### src/rtl/lcag_pkg.sv
// Package for the life cellular automaton grid unit.
// Holds the item structs, operation codes, state encoding and preset pattern table.
// No dependencies.
`timescale 1ns / 1ps
`default_nettype none

package lcag_pkg;

  // Fixed widths of the item fields.
  localparam int unsigned FUNC_W     = 2;
  localparam int unsigned COORD_W    = 4;
  localparam int unsigned ROW_BITS_W = 16;

  // Preset patterns occupy the first few rows and columns of the grid.
  localparam int unsigned PRESET_W    = 6;
  localparam int unsigned PRESET_ROWS = 6;
  localparam int unsigned LD_CNT_W    = 3;

  // Operation codes carried by an input item.
  localparam logic [FUNC_W-1:0] FUNC_LOAD    = 2'd0;
  localparam logic [FUNC_W-1:0] FUNC_WRITE   = 2'd1;
  localparam logic [FUNC_W-1:0] FUNC_ADVANCE = 2'd2;
  localparam logic [FUNC_W-1:0] FUNC_READ    = 2'd3;

  // Preset selection held in the configuration register.
  localparam logic PATTERN_GLIDER = 1'b0;
  localparam logic PATTERN_TETRIS = 1'b1;

  typedef struct packed {
    logic [FUNC_W-1:0]  func;
    logic [COORD_W-1:0] row;
    logic [COORD_W-1:0] col;
    logic               cell_value;
  } in_item_t;

  typedef struct packed {
    logic [COORD_W-1:0]    row_index;
    logic [ROW_BITS_W-1:0] row_bits;
    logic                  last;
  } out_item_t;

  typedef enum logic [2:0] {
    ST_IDLE,
    ST_LOAD,
    ST_WR_WB,
    ST_ADV_FILL,
    ST_ADV_RUN,
    ST_RD_RUN
  } state_t;

  // Row contents of the preset patterns, bit j being column j.
  function automatic logic [PRESET_W-1:0] preset_row(input logic pattern,
                                                     input logic [LD_CNT_W-1:0] r);
    logic [PRESET_W-1:0] bits;
    bits = '0;
    if (pattern == PATTERN_TETRIS) begin
      case (r)
        3'd4:    bits = 6'b010000;
        3'd5:    bits = 6'b111000;
        default: bits = '0;
      endcase
    end else begin
      case (r)
        3'd0:    bits = 6'b000001;
        3'd1:    bits = 6'b000110;
        3'd2:    bits = 6'b000011;
        default: bits = '0;
      endcase
    end
    return bits;
  endfunction

endpackage

`default_nettype wire

### src/rtl/lcag_ram.sv
// Generic simple dual-port RAM with one write port and one registered read port.
// No dependencies.
`timescale 1ns / 1ps
`default_nettype none

module lcag_ram #(
  parameter int unsigned WIDTH = 16,
  parameter int unsigned DEPTH = 16
) (
  input  wire logic                     clk,
  input  wire logic                     wr_en,
  input  wire logic [$clog2(DEPTH)-1:0] wr_addr,
  input  wire logic [WIDTH-1:0]         wr_data,
  input  wire logic                     rd_en,
  input  wire logic [$clog2(DEPTH)-1:0] rd_addr,
  output logic      [WIDTH-1:0]         rd_data
);

  logic [WIDTH-1:0] mem [DEPTH];

  // Write port, and a read whose data holds until the next read.
  always_ff @(posedge clk) begin
    if (wr_en) begin
      mem[wr_addr] <= wr_data;
    end
    if (rd_en) begin
      rd_data <= mem[rd_addr];
    end
  end

endmodule

`default_nettype wire

### src/rtl/lcag_rule.sv
// Next-generation rule (born on three, survives on two or three) for one grid row.
// Takes the rows above, at and below; cells beyond the edge count as dead.
`timescale 1ns / 1ps
`default_nettype none

module lcag_rule #(
  parameter int unsigned GRID_SIZE = 16
) (
  input  wire logic [GRID_SIZE-1:0] above_row,
  input  wire logic [GRID_SIZE-1:0] centre_row,
  input  wire logic [GRID_SIZE-1:0] below_row,
  output logic      [GRID_SIZE-1:0] next_row
);

  // Rows padded with a dead cell at each end.
  logic [GRID_SIZE+1:0] above_ext;
  logic [GRID_SIZE+1:0] centre_ext;
  logic [GRID_SIZE+1:0] below_ext;

  assign above_ext  = {1'b0, above_row, 1'b0};
  assign centre_ext = {1'b0, centre_row, 1'b0};
  assign below_ext  = {1'b0, below_row, 1'b0};

  // Each column counts its eight neighbours independently.
  for (genvar c = 0; c < GRID_SIZE; c++) begin : g_col
    logic [3:0] count;
    assign count = 4'(above_ext[c]) + 4'(above_ext[c+1]) + 4'(above_ext[c+2])
                 + 4'(centre_ext[c]) + 4'(centre_ext[c+2])
                 + 4'(below_ext[c]) + 4'(below_ext[c+1]) + 4'(below_ext[c+2]);
    assign next_row[c] = (count == 4'd3) || (centre_row[c] && (count == 4'd2));
  end

endmodule

`default_nettype wire

### src/rtl/life_cellular_automaton_grid_unit.sv
// Top level of the life cellular automaton grid unit: grid memory, sequencer and output register.
// Depends on lcag_pkg, lcag_ram and lcag_rule.
`timescale 1ns / 1ps
`default_nettype none

// The grid lives in one RAM of GRID_SIZE rows, one row per word, with a valid flag per
// row so that reset and the load operation clear the whole grid at once. A load writes
// the preset rows in turn once accepted, and a cell write fetches the row at
// acceptance, then modifies it and writes it back. An advance or read streams the
// grid through the RAM's single read port one row a cycle while the output is not
// stalled, an advance first filling the three-row window. An advance computes each
// new row from the window and writes it back as it is emitted. A new item is taken as
// soon as the last row sits in the output register. Writes outside the grid are
// dropped in their acceptance cycle, and rows wider than 16 cells are emitted as their
// low 16 columns.
module life_cellular_automaton_grid_unit #(
  parameter int unsigned GRID_SIZE = 16
) (
  input  wire logic               clk,
  input  wire logic               rst_n,
  input  wire logic               in_valid,
  output logic                    in_ready,
  input  wire lcag_pkg::in_item_t in_data,
  output logic                    out_valid,
  input  wire logic               out_ready,
  output lcag_pkg::out_item_t     out_data,
  input  wire logic               cfg_wr_en,
  input  wire logic               cfg_wr_data
);

  localparam int unsigned IDX_W = $clog2(GRID_SIZE);
  localparam logic [IDX_W-1:0] LAST_ROW = IDX_W'(GRID_SIZE - 1);
  localparam logic [IDX_W-1:0] PENULT_ROW = IDX_W'(GRID_SIZE - 2);

  // Control registers.
  lcag_pkg::state_t                  state_r, state_nxt;
  logic [IDX_W-1:0]                  idx_r, idx_nxt;
  logic [lcag_pkg::LD_CNT_W-1:0]     ld_cnt_r, ld_cnt_nxt;
  logic [GRID_SIZE-1:0]              row_valid_r, row_valid_nxt;
  logic                              rd_valid_r, rd_valid_nxt;
  logic                              out_valid_r, out_valid_nxt;
  logic                              pattern_r;

  // Payload registers.
  logic [IDX_W-1:0]                  wr_row_r, wr_row_nxt;
  logic [lcag_pkg::COORD_W-1:0]      wr_col_r, wr_col_nxt;
  logic                              wr_val_r, wr_val_nxt;
  logic [GRID_SIZE-1:0]              prev_r, prev_nxt;
  logic [GRID_SIZE-1:0]              cur_r, cur_nxt;
  lcag_pkg::out_item_t               out_data_r, out_data_nxt;

  // RAM port signals.
  logic                              ram_wr_en;
  logic [IDX_W-1:0]                  ram_wr_addr;
  logic [GRID_SIZE-1:0]              ram_wr_data;
  logic                              ram_rd_en;
  logic [IDX_W-1:0]                  ram_rd_addr;
  logic [GRID_SIZE-1:0]              ram_rd_data;

  // Datapath signals.
  logic                              step;
  logic                              wr_in_range;
  logic [GRID_SIZE-1:0]              rd_row;
  logic [GRID_SIZE-1:0]              below_row;
  logic [GRID_SIZE-1:0]              new_row;
  logic [GRID_SIZE-1:0]              col_mask;
  logic [GRID_SIZE-1:0]              modified_row;

  lcag_ram #(
    .WIDTH (GRID_SIZE),
    .DEPTH (GRID_SIZE)
  ) u_grid_ram (
    .clk     (clk),
    .wr_en   (ram_wr_en),
    .wr_addr (ram_wr_addr),
    .wr_data (ram_wr_data),
    .rd_en   (ram_rd_en),
    .rd_addr (ram_rd_addr),
    .rd_data (ram_rd_data)
  );

  lcag_rule #(
    .GRID_SIZE (GRID_SIZE)
  ) u_rule (
    .above_row  (prev_r),
    .centre_row (cur_r),
    .below_row  (below_row),
    .next_row   (new_row)
  );

  // The output register can take a row when it is empty or being emptied.
  assign step = !out_valid_r || out_ready;

  // A row whose valid flag was clear at read time reads as all dead.
  assign rd_row    = ram_rd_data & {GRID_SIZE{rd_valid_r}};
  assign below_row = (idx_r == LAST_ROW) ? '0 : rd_row;

  assign wr_in_range = (32'(in_data.row) < 32'(GRID_SIZE))
                    && (32'(in_data.col) < 32'(GRID_SIZE));

  // Single-cell update of the row fetched for a write item.
  assign col_mask     = {{(GRID_SIZE-1){1'b0}}, 1'b1} << wr_col_r;
  assign modified_row = (rd_row & ~col_mask) | (wr_val_r ? col_mask : '0);

  assign out_valid = out_valid_r;
  assign out_data  = out_data_r;

  // Next-state logic of the sequencer.
  always_comb begin
    state_nxt = state_r;
    case (state_r)
      lcag_pkg::ST_IDLE: begin
        if (in_valid) begin
          case (in_data.func)
            lcag_pkg::FUNC_LOAD:    state_nxt = lcag_pkg::ST_LOAD;
            lcag_pkg::FUNC_WRITE: begin
              state_nxt = wr_in_range ? lcag_pkg::ST_WR_WB : lcag_pkg::ST_IDLE;
            end
            lcag_pkg::FUNC_ADVANCE: state_nxt = lcag_pkg::ST_ADV_FILL;
            lcag_pkg::FUNC_READ:    state_nxt = lcag_pkg::ST_RD_RUN;
            default:                state_nxt = lcag_pkg::ST_IDLE;
          endcase
        end
      end
      lcag_pkg::ST_LOAD: begin
        if (ld_cnt_r == lcag_pkg::LD_CNT_W'(lcag_pkg::PRESET_ROWS - 1)) begin
          state_nxt = lcag_pkg::ST_IDLE;
        end
      end
      lcag_pkg::ST_WR_WB:    state_nxt = lcag_pkg::ST_IDLE;
      lcag_pkg::ST_ADV_FILL: state_nxt = lcag_pkg::ST_ADV_RUN;
      lcag_pkg::ST_ADV_RUN, lcag_pkg::ST_RD_RUN: begin
        if (step && (idx_r == LAST_ROW)) begin
          state_nxt = lcag_pkg::ST_IDLE;
        end
      end
      default: state_nxt = lcag_pkg::ST_IDLE;
    endcase
  end

  // Outputs of the sequencer: RAM accesses and next values of the datapath.
  always_comb begin
    in_ready      = 1'b0;
    ram_wr_en     = 1'b0;
    ram_wr_addr   = idx_r;
    ram_wr_data   = new_row;
    ram_rd_en     = 1'b0;
    ram_rd_addr   = idx_r;
    idx_nxt       = idx_r;
    ld_cnt_nxt    = ld_cnt_r;
    row_valid_nxt = row_valid_r;
    wr_row_nxt    = wr_row_r;
    wr_col_nxt    = wr_col_r;
    wr_val_nxt    = wr_val_r;
    prev_nxt      = prev_r;
    cur_nxt       = cur_r;
    out_valid_nxt = out_valid_r && !out_ready;
    out_data_nxt  = out_data_r;

    case (state_r)
      lcag_pkg::ST_IDLE: begin
        in_ready = 1'b1;
        if (in_valid) begin
          // Fetch the target row for a write, or row 0 for a streaming item.
          ram_rd_en   = 1'b1;
          ram_rd_addr = (in_data.func == lcag_pkg::FUNC_WRITE) ? IDX_W'(in_data.row) : '0;
          wr_row_nxt  = IDX_W'(in_data.row);
          wr_col_nxt  = in_data.col;
          wr_val_nxt  = in_data.cell_value;
          idx_nxt     = '0;
          ld_cnt_nxt  = '0;
          if (in_data.func == lcag_pkg::FUNC_LOAD) begin
            row_valid_nxt = '0;
          end
        end
      end
      lcag_pkg::ST_LOAD: begin
        // One preset row written per cycle.
        ram_wr_en   = 1'b1;
        ram_wr_addr = IDX_W'(ld_cnt_r);
        ram_wr_data = GRID_SIZE'(lcag_pkg::preset_row(pattern_r, ld_cnt_r));
        row_valid_nxt[IDX_W'(ld_cnt_r)] = 1'b1;
        ld_cnt_nxt  = ld_cnt_r + lcag_pkg::LD_CNT_W'(1);
      end
      lcag_pkg::ST_WR_WB: begin
        ram_wr_en   = 1'b1;
        ram_wr_addr = wr_row_r;
        ram_wr_data = modified_row;
        row_valid_nxt[wr_row_r] = 1'b1;
      end
      lcag_pkg::ST_ADV_FILL: begin
        // Row 0 enters the window; row 1 is fetched as the first row below.
        prev_nxt    = '0;
        cur_nxt     = rd_row;
        ram_rd_en   = 1'b1;
        ram_rd_addr = IDX_W'(1);
      end
      lcag_pkg::ST_ADV_RUN: begin
        if (step) begin
          ram_wr_en   = 1'b1;
          ram_wr_addr = idx_r;
          ram_wr_data = new_row;
          row_valid_nxt[idx_r] = 1'b1;
          out_valid_nxt          = 1'b1;
          out_data_nxt.row_index = lcag_pkg::COORD_W'(idx_r);
          out_data_nxt.row_bits  = lcag_pkg::ROW_BITS_W'(new_row);
          out_data_nxt.last      = (idx_r == LAST_ROW);
          prev_nxt    = cur_r;
          cur_nxt     = below_row;
          if (idx_r < PENULT_ROW) begin
            ram_rd_en   = 1'b1;
            ram_rd_addr = idx_r + IDX_W'(2);
          end
          idx_nxt = idx_r + IDX_W'(1);
        end
      end
      lcag_pkg::ST_RD_RUN: begin
        if (step) begin
          out_valid_nxt          = 1'b1;
          out_data_nxt.row_index = lcag_pkg::COORD_W'(idx_r);
          out_data_nxt.row_bits  = lcag_pkg::ROW_BITS_W'(rd_row);
          out_data_nxt.last      = (idx_r == LAST_ROW);
          if (idx_r != LAST_ROW) begin
            ram_rd_en   = 1'b1;
            ram_rd_addr = idx_r + IDX_W'(1);
          end
          idx_nxt = idx_r + IDX_W'(1);
        end
      end
      default: begin
        in_ready = 1'b0;
      end
    endcase
  end

  // The valid flag of a fetched row is captured alongside the read.
  assign rd_valid_nxt = ram_rd_en ? row_valid_r[ram_rd_addr] : rd_valid_r;

  // Control registers.
  always_ff @(posedge clk) begin
    if (!rst_n) begin
      state_r     <= lcag_pkg::ST_IDLE;
      idx_r       <= '0;
      ld_cnt_r    <= '0;
      row_valid_r <= '0;
      rd_valid_r  <= 1'b0;
      out_valid_r <= 1'b0;
      pattern_r   <= lcag_pkg::PATTERN_GLIDER;
    end else begin
      state_r     <= state_nxt;
      idx_r       <= idx_nxt;
      ld_cnt_r    <= ld_cnt_nxt;
      row_valid_r <= row_valid_nxt;
      rd_valid_r  <= rd_valid_nxt;
      out_valid_r <= out_valid_nxt;
      if (cfg_wr_en) begin
        pattern_r <= cfg_wr_data;
      end
    end
  end

  // Payload registers.
  always_ff @(posedge clk) begin
    wr_row_r   <= wr_row_nxt;
    wr_col_r   <= wr_col_nxt;
    wr_val_r   <= wr_val_nxt;
    prev_r     <= prev_nxt;
    cur_r      <= cur_nxt;
    out_data_r <= out_data_nxt;
  end

endmodule

`default_nettype wire

### config.mk
export PLATFORM = sky130hd
export DESIGN_NAME = life_cellular_automaton_grid_unit
export DESIGN_NICKNAME = d
export VERILOG_FILES = /design/src/rtl/lcag_pkg.sv /design/src/rtl/lcag_ram.sv /design/src/rtl/lcag_rule.sv /design/src/rtl/life_cellular_automaton_grid_unit.sv
export SDC_FILE = /design/constraint.sdc
export NUM_CORES = 1
export LEC_CHECK = 0
export BUFFER_PORTS_ARGS = -buffer_cell sky130_fd_sc_hd__buf_2
export CELL_PAD_IN_SITES_DETAIL_PLACEMENT = 0
export CELL_PAD_IN_SITES_GLOBAL_PLACEMENT = 1
export CORE_UTILIZATION = 52
export DETAILED_ROUTE_END_ITERATION = 7
export GPL_ROUTABILITY_DRIVEN = 0
export PLACE_DENSITY_LB_ADDON = 0.1
export SYNTH_ARGS = -nofsm -noshare
export SYNTH_HDL_FRONTEND = slang
export SYNTH_SLANG_ARGS = --single-unit
### constraint.sdc
create_clock -name clk -period 4.76 [get_ports clk]
set_clock_uncertainty 0.05 [all_clocks]
set_input_delay 0.476 -clock clk [delete_from_list [all_inputs] [get_ports clk]]
set_output_delay 0.476 -clock clk [all_outputs]
set_load 0.1 [all_outputs]
Yosys cells after proc, flatten, opt, wreduce, memory -nomap -nowiden

Memory sizes are Yosys's and may differ from the RTL's. A register that Yosys moved wholly into a read port is not among the register bits.
Index checks and enable logic that the tools add are counted.

Flip-flop bits (word level): 91
Memory bits (writable): 256
Memories kept: 1

Add/subtract/negate cells: 108
$lt $le $gt $ge: 8
Eq/ne operators: 53
Shifts and indexed selects: 1
Mux-type cells: 56
Bitwise logic cells: 7
Reductions and logical operators: 57

Memories:

| memory         | words | bits a word | read ports | clocked after memory_dff | wr ports | RTL line       | text |
|---|---|---|---|---|---|---|---|
| u_grid_ram.mem | 16    | 16          | 1          | 1                        | 1        | lcag_ram.sv:19 | `logic [WIDTH-1:0] mem [DEPTH];` |

Operator list:

| operator             | count |
|---|---|
| $add 4x1->4          | 90 |
| $eq 4x2->1 const B   | 32 |
| $mux 16              | 7 |
| $pmux 16 s2          | 3 |
| $pmux 16 s4          | 1 |
| $or 16x16->16        | 3 |
| $mux 21              | 2 |
| $pmux 21 s2          | 1 |
| $and 16x16->16       | 2 |
| $mux 4               | 8 |
| $add 1x1->2          | 15 |
| $pmux 3 s4           | 2 |
| $logic_and 1x1->1    | 21 |
| $logic_or 1x1->1     | 17 |
| $not 16->16          | 1 |
| $or 16x8->16         | 1 |
| $pmux 4 s2           | 2 |
| $pmux 4 s4           | 1 |
| $shl 1x4->16 const A | 1 |
| $lt 4x5->1 const B   | 3 |
| $mux 1               | 15 |
| $eq 3x3->1 const B   | 4 |
| $mux 3               | 4 |
| $pmux 6 s2           | 1 |
| 32 further kinds     | 53 |

Longest topological paths before layout

Gate-level depths: netlist of the first run.

Word-level depth: 12
Gate-level depth with buffers: 16
Mapped depth without buffers: 13

Hierarchy

From an unflattened synthesis of the first run, not the netlist that was laid out.

Cell total of the unflattened synthesis: 1,283
Area, all modules: 17,777.0 um2

By module, submodules not included:

| module                            | times used | cells each | area each (um2) | seq. area each (um2) |
|---|---|---|---|---|
| lcag_ram                          | 1          | 432        | 10,202.3        | 8,167.8 |
| life_cellular_automaton_grid_unit | 1          | 567        | 5,037.3         | 2,442.3 |
| lcag_rule                         | 1          | 284        | 2,537.4         | 0.0 |

Worst setup path before layout of the first run

No wires, ideal clock.

Kind: reg-to-reg
From: reg idx_r[1]
To: mem u_grid_ram.mem[0][14] (data pin)
Library setup time: 294 ps
Arrival time: 4,001 ps
Required time: 4,416 ps
Setup slack: 415 ps
Stages on the path, launching flop included: 16
Cell sequence: dfxtp_1 ha_1 clkbuf_1 nand3_1 clkbuf_1 clkbuf_1 nand3_1 fa_1 xor2_1 ha_1 nor2_1 fa_1 nor2_1 a31oi_1 or3_1 o22ai_1

Word-level cells in the longest chain between the ends: 9
Elaborated cells between the ends (all ways): 10
Classes of those cells: add/sub: 3; eq/ne: 3; mux: 2; reduce/logical: 2

RTL lines:

| element                  | RTL line                                 | text |
|---|---|---|
| start, declared          | life_cellular_automaton_grid_unit.sv:37  | `logic [IDX_W-1:0] idx_r, idx_nxt;` |
| start signal, assigned   | life_cellular_automaton_grid_unit.sv:251 | `idx_r <= idx_nxt;` |
| $eq 4x4->1 (*)           | life_cellular_automaton_grid_unit.sv:96  | `assign below_row = (idx_r == LAST_ROW) ? '0 : rd_row;` |
| $mux 16 (*)              | life_cellular_automaton_grid_unit.sv:96  |  |
| $add 4x1->4 (2 in a row) | lcag_rule.sv:29                          | `+ 4'(below_ext[c]) + 4'(below_ext[c+1]) + 4'(below_ext[c+2]);` |
| $add 4x1->4 (*)          | lcag_rule.sv:29                          |  |
| $eq 4x2->1               | lcag_rule.sv:30                          | `assign next_row[c] = (count == 4'd3) \|\| (centre_row[c] && (count == 4'd2));` |
| $logic_and 1x1->1        | lcag_rule.sv:30                          |  |
| $logic_or 1x1->1 (*)     | lcag_rule.sv:30                          |  |
| $pmux 16 s2 (*)          | life_cellular_automaton_grid_unit.sv:160 | `case (state_r)` |
| via ram_wr_data[14]      | life_cellular_automaton_grid_unit.sv:55  | `logic [GRID_SIZE-1:0] ram_wr_data;` |
| end, declared            | lcag_ram.sv:19                           |  |

Mark *: on every way through the listed nets, which the timed path passes. The rest lies on a longest branch.

Worst setup path after layout of the first run

From: reg idx_r[0]
To: mem u_grid_ram.mem[15][6] (data pin)

Same word-level chain as after synthesis.

==> summary.txt, run 1 <==
Yosys
  • Cell taking the most area after synthesis: edfxtp_1
  • Cell variety after synth: between 60 and 70
  • Number of synthesized flops with an enable pin: between 300 and 400
  • Top-area cell type share of the netlist area: between 50% and 60%
  • Synth Flop Type: edfxtp_1
  • Asr flop ratio synth: 0%
  • Cells after Synth: 1529
  • Synthesized Nets: 1665
  • Ys Warns: 0
  • Avg Inst Size Synth: 12.1 µm²
  • #FFs+latches synth: 363
  • Synth area leaders: edfxtp_1, fa_1, ha_1
  • Cell Area, Synth: between 15000 and 20000 µm²
  • Sequential area share after synthesis: 57.4%

Worst setup path
  • CP max FO: 16
  • Worst-case reg-to-reg path depth: 13
  • Critical path's largest stage delay: about 570 ps
  • Worst setup SP type: flop
  • Crit-path cells: ha_1, nand3_1, buf_4, nand3_1, fa_1, inv_1, fa_1, inv_1, fa_1, a2111oi_0, a21oi_1, nor3_1, a22o_1
  • WP buf/inv: 3
  • Critical R2R Launch: idx_r[0]
  • Worst setup path startpoint: idx_r[0]
  • Crit. End Element: flop
  • R2R Setup Slk: between 400 and 500 ps
  • CP dominant cell by count: fa_1
  • Worst endpoint required time: about 5000 ps
  • Setup CP Type: reg2reg
  • Crit path DAT: between 4000 and 5000 ps
  • Reg-to-reg endpoint: u_grid_ram.mem[15][6]
  • Critical-path top delay cell: dfxtp_1
  • CP delay by family, top: adder cells

Layout
  • # diodes: 0
  • Final cell count without fillers: between 2000 and 2500
  • Area growth syn-to-layout: 12.7%
  • Layout cells sized above 1: 13.8%
  • Fin nets: 1740

Route
  • DR vias/cell: about 5.7
  • WL met3: 2.43 mm
  • Routed length on met2: 21.0 mm
  • Wire length per cell: between 20 and 25 µm
  • DRC Markers: 0
  • Metal-1 WL: about 21 mm
  • Iter 0 DRT Violations: 1000
  • DR pass1 iterations: 6
  • DRT antenna net count: 0
  • Final Routed Wirelength: ~46 mm
  • Via count: approximately 12000
  • DR top layer: met4

Run status
  • Outcome: completed

Place
  • Placed Cells: 2017
  • Post-Place Worst Slack: roughly 530 ps
  • IO buf count: 39
  • DP HPWL: a little over 30 mm

Clock tree
  • Post-CTS Setup Bufs: 0
  • Hold-fix buffer count after cts: 0
  • Clock Tree Root: clkbuf_16
  • Worst-skew pair later-pin latency: roughly 580 ps
  • Clk buf depth: 3
  • Clk sinks: roughly 360
  • Total CTS buffers: 40
  • Post-cts repair resize count: 0
  • H-tree depth: 2
  • CTS tree: done
  • CTS clock-pin slew for the worst setup and hold paths: 50 ps

Timing
  • Max-slew headroom: roughly 12%
  • Setup TNS: 0 ps
  • Period utilisation layout: ~90%
  • Unrepaired setup endpoints after global routing: false
  • Slew of the pin with the lowest slew margin: approximately 1300 ps
  • Post-route setup slack: ~460 ps
  • Hold Vio Cnt, Final: 0
  • Max Clk Rate: between 200 and 250 MHz
  • Max Slew Vio Count: 0
  • Minimum clock period: roughly 4300 ps
  • Fin Hold WS: 38.2 ps
  • Final Setup Violations: 0

Min path
  • Hold Crit Class: in2reg
  • WHS Endpoint: wr_col_r[0]
  • Min-delay src: in_data[1]
  • Worst Hold Depth: 1

Global routing
  • Antenna violations before repair: 0
  • GRT Total Usage: a little over a quarter
  • Vias in the first global route: between 10000 and 15000
  • Grt ovf: 0
  • Wire length of the first global-routing pass: roughly 70 mm
  • Largest net degree at the start of global routing: between 70 and 80

Power
  • Max IR drop VDD: 0.432 mV
  • Power per cell area: ~700 nW/µm²
  • Pleak: a little under 8 nW

Floorplan
  • Starting Density: roughly 53%
  • Die height: roughly 190 µm
  • Die W: between 150 and 200 µm
  • Die ar.: 36300 µm²
  • Core ar.: 34800 µm²
  • Site Rows: 68
  • Ports: 40

Flow run
  • Max-Cap Viols: 0
-- worst register-to-register path: cells and delay by family, from the launching register on --
kind,cells,cell delay [ps]
AOI/OAI and AO/OA,3,940
adders and majority gates,4,1270
buffers and inverters,3,460
DFF,1,570
and+or+nand+nor,3,740
-- layout by cell type, fill, tap and decap left out, types with 12 or more instances in the layout --
cell,n
inv_1,142
buf_2,39
edfxtp_1,334
clkbuf_16,40
nor3_1,12
nor2_1,122
o21ai_0,40
mux2i_1,55
clkbuf_1,12
nand2b_1,16
mux2_2,21
nand2_1,133
or3_1,12
ha_1,62
nor2_2,13
nor2b_1,24
dfxtp_1,29
o32ai_1,17
and3_1,20
a31oi_1,30
a211oi_1,50
fa_1,57
a211o_1,16
buf_4,63
and2_1,52
a211oi_2,15
a21oi_1,44
nand3_1,39
-- synth_stat cells, drive strengths merged (6+ instances only) --
master	instances
a211oi	66
o22ai	9
fa	57
and2	56
ha	62
nor2	135
mux2i	55
xor2	6
clkbuf	37
nor3	12
a2111oi	6
or3	12
dfxtp	29
nand3	39
inv	142
edfxtp	334
and3	20
a211o	17
buf	41
a22oi	9
nand2	133
o21ai	41
a21oi	45
mux2	21
o32ai	17
nor2b	24
a31oi	30
nand2b	16
a21boi	6
-- per-layer routing --
| layer | GRT usage (%) | up-vias |
|---|---|---|
| met2 | 40.9 | 337 |
| met1 | 37.7 | 5930 |
| li1 | - | 5664 |
| met3 | 4.27 | 75 |
| met4 | 7.02 | 0 |
| met5 | 0 | - |
-- logic make-up (layout without fill, tap and decap cells) --
logic type	after synthesis	in the layout	synth area share, %
AOI/OAI and AO/OA	278	278	10.8
xor gates and xnor gates	7	7	0.331
adders and majority gates	119	119	10.4
buffers and inverters	220	326	4.90
DFF	363	363	57.4
muxes	76	76	4.25
and+or+nand+nor	466	466	12.0
-- state kept, by name (all words and copies together), names as in the netlist --
register and count:
cur_r 16, idx_r 4, ld_cnt_r 3, out_data 21
out_valid 1, pattern_r 1, prev_r 16, rd_valid_r 1
row_valid_r 16, state_r 3, u_grid_ram.mem 256, u_grid_ram.rd_data 16
wr_col_r 4, wr_row_r 4, wr_val_r 1
-- where the power goes --
part / internal (mW) / leakage [nW] / total (mW) / switching [mW]
logic: 2.07 / 3.94 / 6.33 / 4.26
clock network: 1.68 / 0.598 / 2.97 / 1.29
registers: 5.04 / 3.32 / 5.35 / 0.313
total: 8.78 / 7.87 / 14.6 / 5.87
-- stage by stage --
stage	power (mW)	area, µm²	util [%]
floorplan	9.62	18500	-
global placement	11.6	19600	56.3
detailed placement	11.7	19600	56.3
CTS	14.7	20900	59.9
global route	15.5	20900	59.9
finish	14.6	20900	59.9
-- worst max-delay path by stage --
stage                                 end  slack, ps  cells past startpoint
global placement    u_grid_ram.mem[12][1]        770                     13
floorplan           u_grid_ram.mem[0][14]        420                     15
CTS                 u_grid_ram.mem[15][6]        530                     13
global route        u_grid_ram.mem[15][9]        170                     15
detailed placement   u_grid_ram.mem[7][9]        530                     15
finish              u_grid_ram.mem[15][6]        460                     13
-- layout make-up --
type / instances / area (µm²)
tap: 455 / 569
clock inverter: 21 / 208
inverter: 142 / 533
fill: 2803 / 13900
clock buffer: 52 / 1050
sequential: 363 / 10600
multi-input combinational: 946 / 7040
timing repair buffer: 111 / 848
Note: power is estimated with default switching activity, not from simulation.
==> run 2, diff against run 1 <==
--- a/config.mk
+++ b/config.mk
@@ -8,7 +8,9 @@
 export BUFFER_PORTS_ARGS = -buffer_cell sky130_fd_sc_hd__buf_2
 export CELL_PAD_IN_SITES_DETAIL_PLACEMENT = 0
 export CELL_PAD_IN_SITES_GLOBAL_PLACEMENT = 1
+export CORE_MARGIN = 2
 export CORE_UTILIZATION = 52
+export CTS_CLUSTER_DIAMETER = 40
 export DETAILED_ROUTE_END_ITERATION = 7
 export GPL_ROUTABILITY_DRIVEN = 0
 export PLACE_DENSITY_LB_ADDON = 0.1
==> run 2 against run 1 <==
Compared with the run above:
- sequential share of layout area down 1.2 points
- global-route usage down 0.40 points
- clock-buffer cell count up 8
- non-clock buffer count down 6
- fmax up 0.72%
- setup slack better by 31 ps
==> summary.txt, run 2 (same netlist as run 1, synthesis figures left out) <==
Floorplan
  • Core ar.: 35300 µm² (+1.5%)
  • Ports: 40 (unchanged)
  • Die height: 193 µm (+1.0%)
  • Site Rows: 69 (+1.5%)
  • Starting Density: 52.4% (-0.77 points)
  • Die ar.: 37100 µm² (+2.1%)
  • Die W: 193 µm (+1.0%)

Power
  • Switching fraction of total power: 38.5% (-1.5 points)
  • Net Sw Power: 6.01 mW (+2.4%)
  • Final Power: 15.6 mW (+6.5%)
  • Clk network pwr share: 25.6% (+5.3 points)
  • Reg power frac: 34.2% (-2.3 points)
  • Max IR drop VDD: 0.458 mV (+6.0%)
  • Power Internal: 9.59 mW (+9.2%)
  • Power per cell area: 730 nW/µm² (+3.9%)
  • Comb power frac: 40.2% (-3.0 points)
  • Pleak: 8.11 nW (+3.1%)

Worst setup path
  • WP buf/inv: 4 (+1)
  • Reg-to-reg endpoint: u_grid_ram.mem[7][12]
  • R2R Setup Slk: 490 ps (+30 ps)
  • Crit-path cells: ha_1, nand3_1, buf_4, nand3_1, fa_1, inv_1, fa_1, inv_1, fa_1, a2111oi_0, a21oi_1, nor3_1, nand2_1, o21ai_0, buf_4
  • Critical-path top delay cell: fa_1
  • Critical R2R Launch: idx_r[0]
  • CP delay by family, top: adder cells
  • Setup CP Type: reg2reg
  • Crit. End Element: flop
  • Crit path DAT: 4630 ps (+100 ps)
  • CP dominant cell by count: fa_1
  • Worst setup SP type: flop
  • CP max FO: 16 (unchanged)
  • Worst endpoint required time: 5130 ps (+140 ps)
  • Critical path's largest stage delay: 460 ps (-110 ps)
  • Worst-case reg-to-reg path depth: 15 (+2)

Route
  • DR pass1 iterations: 5 (-1)
  • DRC Markers: 0 (unchanged)
  • Via count: 12200 (+1.3%)
  • Wire length per cell: 21.6 µm (-0.65%)
  • Iter 0 DRT Violations: 922 (-7.8%)
  • DR vias/cell: 5.76 (+0.28%)
  • DRT antenna net count: 0 (unchanged)
  • Final Routed Wirelength: 45.7 mm (+0.40%)

Clock tree
  • Clock Tree Root: clkbuf_16
  • CTS tree: done
  • Clk buf depth: 3 (unchanged)
  • Total CTS buffers: 51 (+28%)
  • Post-CTS Setup Bufs: 0 (unchanged)
  • Post-cts repair resize count: 0 (unchanged)
  • Hold-fix buffer count after cts: 0 (unchanged)
  • CTS clock-pin slew for the worst setup and hold paths: 60 ps (about the same)
  • Worst-skew pair later-pin latency: 590 ps (about the same)
  • H-tree depth: 2 (unchanged)
  • Clk sinks: 363 (unchanged)

Layout
  • Most common cell after layout, fill and taps aside: edfxtp_1
  • # diodes: 0 (unchanged)
  • Fin nets: 1745 (+0.29%)
  • Flip-flop count of the largest register after layout: 256 (unchanged)
  • Area growth syn-to-layout: 15.5%
  • Layout cells sized above 1: 15.4% (+1.6 points)
  • Most frequent cells in the layout: edfxtp_1, inv_1, nand2_1, nor2_1, ha_1
  • Biggest register: u_grid_ram.mem
  • Fin util: 60.5% (+0.59 points)

Min path
  • Hold Crit Class: in2reg
  • Worst Hold Depth: 1 (unchanged)
  • Min-delay src: in_data[8]
  • WHS Endpoint: wr_row_r[3]

Place
  • IO buf count: 39 (unchanged)
  • DP HPWL: 29.9 mm (-1.0%)
  • Post-Place Worst Slack: 456 ps (-78.0 ps)

Global routing
  • Wire length of the first global-routing pass: 70.9 mm (+0.99%)
  • Largest net degree at the start of global routing: 71 (-5.3%)
  • GRT Total Usage: 25.7% (-0.40 points)
  • Vias in the first global route: 12000 (+1.7%)
  • Grt ovf: 0 (unchanged)
  • Antenna violations before repair: 0 (unchanged)

Timing
  • Final Setup Violations: 0 (unchanged)
  • Fin Hold WS: 47.6 ps (+9.43 ps)
  • Max-slew headroom: 24.4% (+12 points)
  • Period utilisation layout: 89.6% (-0.65 points)
  • Max Slew Vio Count: 0 (unchanged)
  • Post-route setup slack: 494 ps (+30.7 ps)
  • Max Clk Rate: 234 MHz (+0.72%)
  • Slew of the pin with the lowest slew margin: 1130 ps (-184 ps)
  • Minimum clock period: 4270 ps (-30.7 ps)
  • Setup TNS: 0 ps (unchanged)
  • Unrepaired setup endpoints after global routing: false
  • Hold Vio Cnt, Final: 0 (unchanged)

Flow run
  • Max-Cap Viols: 0 (unchanged)

Run status
  • Outcome: completed
-- run 2: how the worst max path moves through the flow --
stage                        start                endpoint  slack (ps)  cells after the start
after global placement    idx_r[0]  u_grid_ram.mem[11][12]         480                     15
after detailed placement  idx_r[0]   u_grid_ram.mem[8][12]         460                     15
after global routing      idx_r[0]    u_grid_ram.mem[2][6]         130                     13
after CTS                 idx_r[0]  u_grid_ram.mem[14][12]         440                     15
final                     idx_r[0]   u_grid_ram.mem[7][12]         490                     15
after floorplan           idx_r[1]   u_grid_ram.mem[0][14]         420                     15
-- run 2: area by class of cell --
class / count / area, µm²
Sequential cell: 363 / 10600
Tap cell: 461 / 577
Fill cell: 2795 / 13900
Clock buffer: 60 / 1400
Inverter: 142 / 533
Clock inverter: 35 / 433
Timing Repair Buffer: 105 / 766
Multi-Input combinational cell: 946 / 7040
-- run 2: layer usage --
layer  track usage [%]  vias up  routed length (µm)
li1                  -     5688                   -
met1              36.8     6046               20800
met2              40.2      362               21000
met3              4.20       70                2800
met4              8.13        0                1020
met5                 0        -                   0
-- run 2: stage by stage --
stage	cells	cell area (µm²)
floorplan	1529	18500
detailed placement	2017	19500
CTS	2112	21400
finish	2112	21400
global placement	2017	19500
global route	2112	21400
-- run 2: power by group through the flow --
| stage | registers, mW | logic [mW] | clock network (mW) |
|---|---|---|---|
| 2_1_floorplan | 5.76 | 3.86 | 0 |
| 3_3_place_gp | 5.39 | 6.14 | 0 |
| 3_5_place_dp | 5.39 | 6.26 | 0 |
| 4_1_cts | 5.33 | 6.30 | 4.05 |
| 5_1_grt | 5.38 | 7.02 | 4.19 |
| 6_report | 5.34 | 6.27 | 3.99 |
